<file path="config.mk">
export PLATFORM = sky130hd
export DESIGN_NAME = arp_cache_responder
export DESIGN_NICKNAME = d
export VERILOG_FILES = /design/src/design/arpc_pkg.sv /design/src/design/arp_cache_responder.sv
export SDC_FILE = /design/constraint.sdc
export NUM_CORES = 2
export LEC_CHECK = 0
export BUFFER_PORTS_ARGS = -buffer_cell sky130_fd_sc_hd__buf_4
export CAP_MARGIN = 20
export CORE_ASPECT_RATIO = 0.5
export CORE_MARGIN = 3
export CORE_UTILIZATION = 55
export DETAILED_ROUTE_END_ITERATION = 8
export GPL_TIMING_DRIVEN = 1
export HOLD_SLACK_MARGIN = 0.03
export MAX_ROUTING_LAYER = met4
export PLACE_DENSITY = 0.72
export SLEW_MARGIN = 20
export SYNTH_ARGS = -nofsm -noshare
export SYNTH_HDL_FRONTEND = slang
export SYNTH_SLANG_ARGS = --single-unit
</file>
<file path="constraint.sdc">
create_clock -name clk -period 14.55 [get_ports clk]
set_input_delay 2.91 -clock clk [delete_from_list [all_inputs] [get_ports clk]]
set_output_delay 2.91 -clock clk [all_outputs]
set_load 0.02 [all_outputs]
</file>
<file path="src/design/arpc_pkg.sv">
package arpc_pkg;

	localparam int unsigned ENTRIES_DEF = 16;

	localparam logic [1:0] LIFE_EMPTY = 2'd0;
	localparam logic [1:0] LIFE_TEMP  = 2'd1;
	localparam logic [1:0] LIFE_PERM  = 2'd2;

	localparam logic [2:0] KIND_PKT     = 3'd0;
	localparam logic [2:0] KIND_LK_IP   = 3'd1;
	localparam logic [2:0] KIND_LK_MAC  = 3'd2;
	localparam logic [2:0] KIND_RM_IP   = 3'd3;
	localparam logic [2:0] KIND_RM_MAC  = 3'd4;

	localparam logic [2:0] ST_DROP    = 3'd0;
	localparam logic [2:0] ST_LEARN   = 3'd1;
	localparam logic [2:0] ST_REPLY   = 3'd2;
	localparam logic [2:0] ST_HIT     = 3'd3;
	localparam logic [2:0] ST_MISS    = 3'd4;
	localparam logic [2:0] ST_REMOVED = 3'd5;
	localparam logic [2:0] ST_NOTFND  = 3'd6;

	localparam logic [10:0] MIN_LEN     = 11'd28;
	localparam logic [15:0] HW_ETHERNET = 16'd1;
	localparam logic [15:0] PROTO_IPV4  = 16'h0800;
	localparam logic [7:0]  HW_ADDR_LEN = 8'd6;
	localparam logic [7:0]  PR_ADDR_LEN = 8'd4;
	localparam logic [15:0] OP_REQUEST  = 16'd1;

	localparam logic CFG_MY_MAC = 1'b0;
	localparam logic CFG_MY_IP  = 1'b1;

	typedef struct packed {
		logic [2:0]  kind;
		logic [10:0] frame_len;
		logic [15:0] hw_type;
		logic [15:0] proto_type;
		logic [7:0]  hw_len;
		logic [7:0]  proto_len;
		logic [15:0] opcode;
		logic [47:0] sender_mac;
		logic [31:0] sender_ip;
		logic [31:0] target_ip;
	} arpc_in_t;

	typedef struct packed {
		logic [2:0]  status;
		logic [47:0] mac;
		logic [31:0] ip;
	} arpc_out_t;

	typedef struct packed {
		logic [1:0]  life;
		logic [15:0] proto;
		logic [47:0] mac;
		logic [31:0] ip;
	} arpc_entry_t;

endpackage

</file>
<file path="src/design/arp_cache_responder.sv">
// arp cache and responder: one word in gives one word out. each word walks the
// entry memory once, one entry a cycle (one read port, read data registered),
// and then writes at most one entry back; a dropped packet or an unknown kind
// walks the memory too. the result sits in an output register and the next
// word is accepted the cycle after it has been taken, so the block does not
// take a new word before the last result has been taken by the receiver.
// each entry word holds life, protocol, mac and ip; a valid flag per entry,
// cleared by reset, makes unwritten entries read as empty, so the table is
// empty at once and needs no clearing pass. my_mac is stored but not used in
// the result word.
module arp_cache_responder
	import arpc_pkg::*;
#(
	parameter int unsigned ENTRIES = ENTRIES_DEF
) (
	input  logic        clk,
	input  logic        arst_n,
	input  logic        in_valid,
	output logic        in_ready,
	input  arpc_in_t    in_data,
	output logic        out_valid,
	input  logic        out_ready,
	output arpc_out_t   out_data,
	input  logic        cfg_we,
	input  logic        cfg_index,
	input  logic [47:0] cfg_data
);
	localparam int unsigned AW = (ENTRIES > 1) ? $clog2(ENTRIES) : 1;

	typedef enum logic [3:0] {
		S_IDLE  = 4'b0001,
		S_SCAN  = 4'b0010,
		S_WRITE = 4'b0100,
		S_OUT   = 4'b1000
	} state_t;

	state_t state_q;
	logic [47:0] my_mac_q;
	logic [31:0] my_ip_q;
	arpc_in_t item_q;

	// entry memory (life, proto, mac, ip) plus a valid flag per entry
	arpc_entry_t mem [ENTRIES];
	logic [ENTRIES-1:0] vld_q;
	arpc_entry_t rd_s1;
	logic [AW-1:0] raddr_q, rd_idx_s1;
	logic rd_v_s1, rd_last_s1;

	// scan results
	logic hit_q, emp_q, tmp_q;
	logic [AW-1:0] hit_idx_q, emp_idx_q, tmp_idx_q;
	logic [1:0] hit_life_q;
	logic [47:0] hit_mac_q;
	logic [31:0] hit_ip_q;
	arpc_out_t res_q;
	arpc_out_t res_d;

	// memory write
	logic we;
	logic [AW-1:0] waddr;
	arpc_entry_t wdata;

	// current entry compare
	logic [15:0] e_proto;
	logic [47:0] e_mac;
	logic [31:0] e_ip;
	logic [1:0] e_life;
	logic by_mac, match, pkt_ok, to_me;

	assign in_ready  = (state_q == S_IDLE);
	assign out_valid = (state_q == S_OUT);
	assign out_data  = res_q;

	assign by_mac = (item_q.kind == KIND_LK_MAC) || (item_q.kind == KIND_RM_MAC);
	assign e_proto = rd_s1.proto;
	assign e_mac = rd_s1.mac;
	assign e_ip = rd_s1.ip;
	assign e_life = rd_s1.life;
	assign match = (e_life != LIFE_EMPTY) && (e_proto == item_q.proto_type) &&
		(by_mac ? (e_mac == item_q.sender_mac) : (e_ip == item_q.sender_ip));
	assign pkt_ok = (item_q.frame_len >= MIN_LEN) && (item_q.hw_type == HW_ETHERNET) &&
		(item_q.proto_type == PROTO_IPV4) && (item_q.hw_len == HW_ADDR_LEN) &&
		(item_q.proto_len == PR_ADDR_LEN);
	assign to_me = (item_q.target_ip == my_ip_q);

	// config registers
	always_ff @(posedge clk or negedge arst_n) begin
		if (!arst_n) begin
			my_mac_q <= '0;
			my_ip_q  <= '0;
		end else if (cfg_we) begin
			case (cfg_index)
				CFG_MY_MAC: my_mac_q <= cfg_data;
				CFG_MY_IP:  my_ip_q  <= cfg_data[31:0];
				default: ;
			endcase
		end
	end

	// memory: synchronous read, one write port; fresh entries read as empty
	always_ff @(posedge clk) begin
		if (we)
			mem[waddr] <= wdata;
		rd_s1 <= vld_q[raddr_q] ? mem[raddr_q] : '0;
	end

	always_ff @(posedge clk or negedge arst_n) begin
		if (!arst_n) begin
			vld_q <= '0;
		end else if (we) begin
			vld_q[waddr] <= 1'b1;
		end
	end

	// write-back decision
	always_comb begin
		we = 1'b0;
		waddr = hit_idx_q;
		wdata = '0;
		if (state_q == S_WRITE) begin
			case (item_q.kind)
				KIND_PKT: begin
					if (pkt_ok) begin
						we = 1'b1;
						if (hit_q) begin
							// known ip: mac only, longevity kept
							waddr = hit_idx_q;
							wdata = {hit_life_q, item_q.proto_type, item_q.sender_mac,
								hit_ip_q};
						end else begin
							waddr = emp_q ? emp_idx_q : (tmp_q ? tmp_idx_q : AW'(ENTRIES - 1));
							wdata = {(to_me ? LIFE_PERM : LIFE_TEMP), item_q.proto_type,
								item_q.sender_mac, item_q.sender_ip};
						end
					end
				end
				KIND_RM_IP, KIND_RM_MAC: begin
					if (hit_q) begin
						// removal keeps the stored protocol
						we = 1'b1;
						waddr = hit_idx_q;
						wdata = {LIFE_EMPTY, item_q.proto_type, 80'd0};
					end
				end
				default: ;
			endcase
		end
	end

	// result word built from the scan outcome
	always_comb begin
		res_d = '0;
		case (item_q.kind)
			KIND_PKT: begin
				if (pkt_ok) begin
					if (item_q.opcode == OP_REQUEST && to_me) begin
						res_d.status = ST_REPLY;
						res_d.mac = item_q.sender_mac;
						res_d.ip = item_q.sender_ip;
					end else begin
						res_d.status = ST_LEARN;
					end
				end
			end
			KIND_LK_IP: begin
				if (hit_q && item_q.proto_type != '0) begin
					res_d.status = ST_HIT;
					res_d.mac = hit_mac_q;
				end else begin
					res_d.status = ST_MISS;
				end
			end
			KIND_LK_MAC: begin
				if (hit_q) begin
					res_d.status = ST_HIT;
					res_d.ip = hit_ip_q;
				end else begin
					res_d.status = ST_MISS;
				end
			end
			KIND_RM_IP, KIND_RM_MAC: res_d.status = hit_q ? ST_REMOVED : ST_NOTFND;
			default: ;
		endcase
	end

	always_ff @(posedge clk or negedge arst_n) begin
		if (!arst_n) begin
			state_q <= S_IDLE;
			raddr_q <= '0;
			rd_v_s1 <= 1'b0;
			rd_last_s1 <= 1'b0;
			rd_idx_s1 <= '0;
		end else begin
			case (state_q)
				S_IDLE: begin
					if (in_valid) begin
						state_q <= S_SCAN;
						raddr_q <= '0;
						rd_v_s1 <= 1'b0;
						rd_last_s1 <= 1'b0;
					end
				end
				S_SCAN: begin
					rd_v_s1 <= !(rd_v_s1 && rd_last_s1);
					rd_idx_s1 <= raddr_q;
					rd_last_s1 <= (raddr_q == AW'(ENTRIES - 1));
					if (raddr_q != AW'(ENTRIES - 1))
						raddr_q <= raddr_q + 1'b1;
					if (rd_v_s1 && rd_last_s1)
						state_q <= S_WRITE;
				end
				S_WRITE: state_q <= S_OUT;
				S_OUT: begin
					if (out_ready)
						state_q <= S_IDLE;
				end
				default: state_q <= S_IDLE;
			endcase
		end
	end

	// item capture, scan bookkeeping and result register
	always_ff @(posedge clk) begin
		case (state_q)
			S_IDLE: begin
				item_q <= in_data;
				hit_q <= 1'b0;
				emp_q <= 1'b0;
				tmp_q <= 1'b0;
			end
			S_SCAN: begin
				if (rd_v_s1) begin
					if (match && !hit_q) begin
						hit_q <= 1'b1;
						hit_idx_q <= rd_idx_s1;
						hit_life_q <= e_life;
						hit_mac_q <= e_mac;
						hit_ip_q <= e_ip;
					end
					if (e_life == LIFE_EMPTY && !emp_q) begin
						emp_q <= 1'b1;
						emp_idx_q <= rd_idx_s1;
					end
					if (e_life == LIFE_TEMP && !tmp_q) begin
						tmp_q <= 1'b1;
						tmp_idx_q <= rd_idx_s1;
					end
				end
			end
			S_WRITE: res_q <= res_d;
			default: ;
		endcase
	end

	logic unused_mac;
	assign unused_mac = ^my_mac_q;

endmodule
</file>
=== After elaboration in Yosys (flattened, before gate mapping) ===
Memories as Yosys holds them, arrays and structs flattened. A register that Yosys moved wholly into a read port is not among the register bits.
Index checks and enable logic that the tools add are counted.
Widths: inputs -> output; s select.

* Multiplexer cells: 53
* Magnitude comparators: 4
* Equality and inequality tests: 28
* Add/sub/neg operators: 1
* Bitwise gates (word level): 1
* Reduce and logical (&&, ||, !) cells: 35

{| class="wikitable"
|+ Operators with widths
! operator !! number
|-
| $mux 98 || 3
|-
| $pmux 98 s2 || 1
|-
| $mux 96 || 1
|-
| $pmux 48 s2 || 1
|-
| $mux 82 || 1
|-
| $mux 80 || 1
|-
| $eq 32x32->1 || 2
|-
| $pmux 32 s2 || 1
|-
| $eq 48x48->1 || 1
|-
| $mux 48 || 1
|-
| $mux 4 || 11
|-
| $eq 16x1->1 const B || 2
|-
| $mux 32 || 1
|-
| $reduce_and 3->1 || 8
|-
| $eq 16x12->1 const B || 1
|-
| $eq 16x16->1 || 1
|-
| $eq 8x3->1 const B || 2
|-
| $or 16x16->16 || 1
|-
| $pmux 4 s4 || 1
|-
| $reduce_bool 16->1 || 1
|-
| $mux 1 || 15
|-
| $ne 2x2->1 const B || 7
|-
| $logic_and 1x1->1 || 13
|-
| $pmux 1 s2 || 6
|-
| 27 further kinds || 39
|}

* Memories: 1
* Output and inout port bits: 85
* Bits in registers: 432
* Input port bits: 244
* Bits in writable memories: 1568
* Logic and storage cells: 152

{| class="wikitable"
|+ Memories
! memory !! words !! width !! rd ports !! clocked after memory_dff !! wr ports !! line !! RTL
|-
| mem || 16 || 98 || 1 || 1 || 1 || arp_cache_responder.sv:43 || <nowiki>arpc_entry_t mem [ENTRIES];</nowiki>
|}

=== Longest topological paths before layout ===
* Word-level depth: 13
* Mapped depth: 9
* Depth with buffers taken out: 7

=== Least setup slack after synthesis ===
OpenSTA, ideal clock, no wires.

* Path kind: reg2reg
* Start: reg item_q[188] in the netlist's numbering
* End: mem mem[7][0] in the netlist's numbering (enable)
* Data arrival time: 11499 ps
* Setup slack: 2231 ps
* Library setup time: 820 ps
* Stages on the path, launching flop included: 7
* Buffers on the path: 1
* Data required time: 13730 ps
* Clock period less this slack: 12319 ps
* Path through: edfxtp_1 -> buf_2 -> nor4b_2 -> nand4_1 -> a2111oi_4 -> a21oi_2 -> o41ai_1

* Cells in the longest elaborated chain, start to end: 6
* Elaborated cells on any way between the ends: 10
* Those cells by class: eq/ne (2); mux (6); reduce/logical (2)

{| class="wikitable"
|+ Ends and longest elaborated chain
! element !! line !! RTL
|-
| start, declared || arp_cache_responder.sv:40 || <nowiki>arpc_in_t item_q;</nowiki>
|-
| start signal, assigned || arp_cache_responder.sv:226 || <nowiki>item_q <= in_data;</nowiki>
|-
| $eq 3x3->1 / $eq 3x2->1 (equally long branches) || arp_cache_responder.sv:121 || <nowiki>case (item_q.kind)</nowiki>
|-
| $reduce_or 2->1 || arp_cache_responder.sv:121 ||
|-
| $pmux 1 s2 || arp_cache_responder.sv:121 ||
|-
| $mux 1 || arp_cache_responder.sv:120 || <nowiki>if (state_q == S_WRITE) begin</nowiki>
|-
| $mux 1 || arp_cache_responder.sv:102 || <nowiki>if (we)</nowiki>
|-
| $mux 1 (implied by the code) || arp_cache_responder.sv:103 || <nowiki>mem[waddr] <= wdata;</nowiki>
|-
| end, declared || arp_cache_responder.sv:43 ||
|}

Parallel ways exist; a longest one is shown, timed or not.

=== Final worst setup path ===
* Start: reg state_q[0]
* End: out in_ready

* Cells in the longest elaborated chain, start to end: 1

{| class="wikitable"
|+ Ends and longest elaborated chain
! element !! line !! RTL
|-
| start, declared || arp_cache_responder.sv:37 || <nowiki>state_t state_q;</nowiki>
|-
| start signal, assigned || arp_cache_responder.sv:188 || <nowiki>state_q <= S_IDLE;</nowiki>
|-
| start signal, assigned || arp_cache_responder.sv:197 || <nowiki>state_q <= S_SCAN;</nowiki>
|-
| start signal, assigned || arp_cache_responder.sv:210 || <nowiki>state_q <= S_WRITE;</nowiki>
|-
| $eq 4x1->1 || arp_cache_responder.sv:70 || <nowiki>assign in_ready = (state_q == S_IDLE);</nowiki>
|-
| end, declared || arp_cache_responder.sv:19 || <nowiki>output logic in_ready,</nowiki>
|}

Every way passes these cells.

==> reports/results.tsv <==
metric	value	unit
seq_area_frac_synth	0.782	
ant_nets	0	
p_per_area	153	mW/mm^2
seq_area	0.0617	sq mm
worst_pin_slew	1.09	ns
post_cts_resize_count	0	
p_seq_frac	0.517	
ir_worst_vdd	108	uV
routed_wl	186000	um
insertion_delay	0.82	ns
n_fill_cell	9166	
worstSetupPathType	flop to primary output	
power_frac_clock	0.353	
cts_hold_buf	0	
drtIter0Drc	5182	
synthCells	3505	
drv_cap	0	
layoutNonFillerInstCount	5916	
end_kind	primary output	
grt_pass1_vias	38738	
cts-root-buf	clkbuf_16	
post-cts-setup-buffer-count	0	
antenna_found_initial	8	
io_buffers	310	
rows	97	
setup_viol_count_final	0	
drive_above_1_share	0.300	
cts_made_buffers	179	
crit_path_cell_trace	or4b_2, inv_8, buf_4	
dominantRegCellSynth	edfxtp_1	
critPathArrivalTime	2.65	ns
final.setup.tns	0	ns
worst_hold_slack	0.417	ns
initial_core_util	0.559	
p_leak	29.6	nW
syn_area	0.0789	sq mm
yosysWarningCount	0	
async_flop_share	0.0296	
status	finished, final reports clean	
clk_pin_slew	0.07	ns
synth_area_per_cell	22.5	sq um
crit_path_start_kind	flop	
dpl.hpwl	96900	um
dr.pass1.iters	5	
vias_per_cell	6.44	
io_pins	329	
rsz0062_at_grt	no	
final_core_util	0.634	
cts_tree	built	
critPathTopFamily	simple AND/OR/NAND/NOR gates	
finalCritPeriodShare	0.382	
yosysTopAreaCell	edfxtp_1	
die_w	542	um
internal_power	10.3	mW
cpPeakStageDelay	0.74	ns
crit_fanout	54	
slew_headroom	0.276	
cpMaxStageDelayCell	or4b_2	
drv_slew	0	
critPathBufInv	2	
route.detailed.drc	0	
hold_violations	0	
grt_max_degree	137	
holdCritPathClass	flop to flop	
dp_cells	5590	
required	11.64	ns
netSwitchingFraction	0.244	
synth_top_area_share	0.737	
fmax	180	MHz
core	0.141	sq mm
routedWlPerCell	31.5	um
grt_pass1_wl	272000	um
syn_to_final_growth	13.5	%
power_switching	3.34	mW
globalRouteOverflowTotal	0	
ys_types	59	
cts_htree_levels	4	
p_comb_frac	0.130	
synthTopCellsByArea	edfxtp_1 (74%), mux4_2 (14%), dfxtp_1 (2.5%)	
vias	38099	
cts_max_path_buffers	4	
fin_nets	4136	
finClkSkew	0.0577	ns
period_needed	5.56	ns
syn_nets	3750	
synth_edf_count	1936	
multiInputGateArea	0.0167	sq mm
clock_sinks	2096	
grt_usage	0.261	
die_y	274	um
place.gp.congestion	0.801	
synth-seq-cells	2096	
die_area	0.148	sq mm
==> flip-flops by register name (all words and copies together), names as in the netlist, 4 cells and up <==
signal	flops
e_mac	48
raddr_q	4
mem	1568
e_proto	16
vld_q	16
rd_idx_s1	4
item_q	188
hit_mac_q	48
my_ip_q	32
tmp_idx_q	4
hit_ip_q	32
emp_idx_q	4
e_ip	32
hit_idx_q	4
out_data	83
state_q	4
==> kinds of logic (layout without fill, tap and decap cells) <==
family	Yosys count	after routing	share of synthesized area
mux	561	561	0.150
flops	2096	2096	0.782
fa+ha+maj	1	1	0.000159
buf+inv	181	707	0.00980
xor+xnor	131	131	0.0145
other cells	0	4	0
compound gates	145	145	0.0152
simple gates	390	390	0.0286
==> Yosys cell counts (6+ instances only) <==
cell type / instances
a21oi_1: 7
a221o_1: 15
a22o_1: 82
and2_1: 19
and3_1: 51
buf_1: 15
buf_2: 44
buf_4: 10
clkbuf_1: 104
dfrtp_1: 61
dfxtp_1: 98
edfxtp_1: 1936
inv_1: 6
mux2_2: 34
mux2i_1: 33
mux4_2: 494
nand2_1: 36
nand2b_1: 8
nand3_1: 14
nand3b_1: 8
nand4_1: 21
nor2_1: 52
nor2b_1: 99
nor3_1: 12
nor4_1: 46
o21ai_0: 15
o22ai_1: 6
xnor2_1: 11
xor2_1: 120
==> final timing paths <==
kind	from	to	slack [ns]	cells past startpoint
min in group asynchronous	arst_n	my_ip_q[25]$_DFFE_PN0P_	2.25	1
min	e_ip[2]$_SDFF_PN0_	hit_ip_q[2]$_DFFE_PP_	0.42	0
max	state_q[0]$_DFFE_PN1P_	in_ready	8.99	3
max in group asynchronous	arst_n	raddr_q[2]$_DFFE_PN0P_	11.59	1
max reg2reg	raddr_q[0]$_DFFE_PN0P_	e_mac[2]$_SDFF_PN0_	8.99	7
min reg2reg	e_ip[2]$_SDFF_PN0_	hit_ip_q[2]$_DFFE_PP_	0.42	0
==> cell usage in the layout (no fill, tap or decap), types with 36 or more instances in the layout <==
master	netlist	layout
a22o_1	82	81
and3_1	51	51
buf_4	10	371
clkbuf_1	104	39
clkbuf_16	0	183
dfrtp_1	61	57
dfxtp_1	98	98
edfxtp_1	1936	1936
mux4_2	494	494
nand2_1	36	36
nor2_1	52	52
nor2b_1	99	99
nor4_1	46	44
xor2_1	120	120
==> power groups by stage <==
stage	clock [mW]	combinational, mW	sequential [mW]
CTS	4.91	1.80	7.08
finish	4.83	1.77	7.08
global route	5.17	1.90	7.10
detailed placement	0	1.79	7.21
global placement	0	1.76	7.20
floorplan	0	1.32	7.11
==> per-stage QoR <==
stage | power [mW] | setup slack (ns) | area (sq um)
after floorplan | 8.42 | 2.23 | 78900
final | 13.7 | 8.99 | 89500
after detailed placement | 9.00 | 8.73 | 83600
after CTS | 13.8 | 8.70 | 89500
after global routing | 14.2 | 8.37 | 89500
after global placement | 8.96 | 8.73 | 83600
==> cell type report <==
class	count	share of cell area
Inverter	7	0.000433
Multi-Input combinational cell	1228	0.186
Sequential cell	2096	0.689
Clock buffer	237	0.0551
Tap cell	1881	0.0263
Clock inverter	84	0.0102
Antenna cell	4	0.000112
Timing Repair Buffer	379	0.0327
==> metal layers <==
| metal | wire length [um] | GRT usage | vias up |
|---|---|---|---|
| met4 | 4460 | 0.0652 | 0 |
| met5 | 0 | - | - |
| met1 | 74700 | 0.378 | 20289 |
| met2 | 89100 | 0.397 | 2117 |
| li1 | - | - | 15394 |
| met3 | 18200 | 0.0424 | 299 |
No activity file was read; power rests on OpenSTA's default activity.
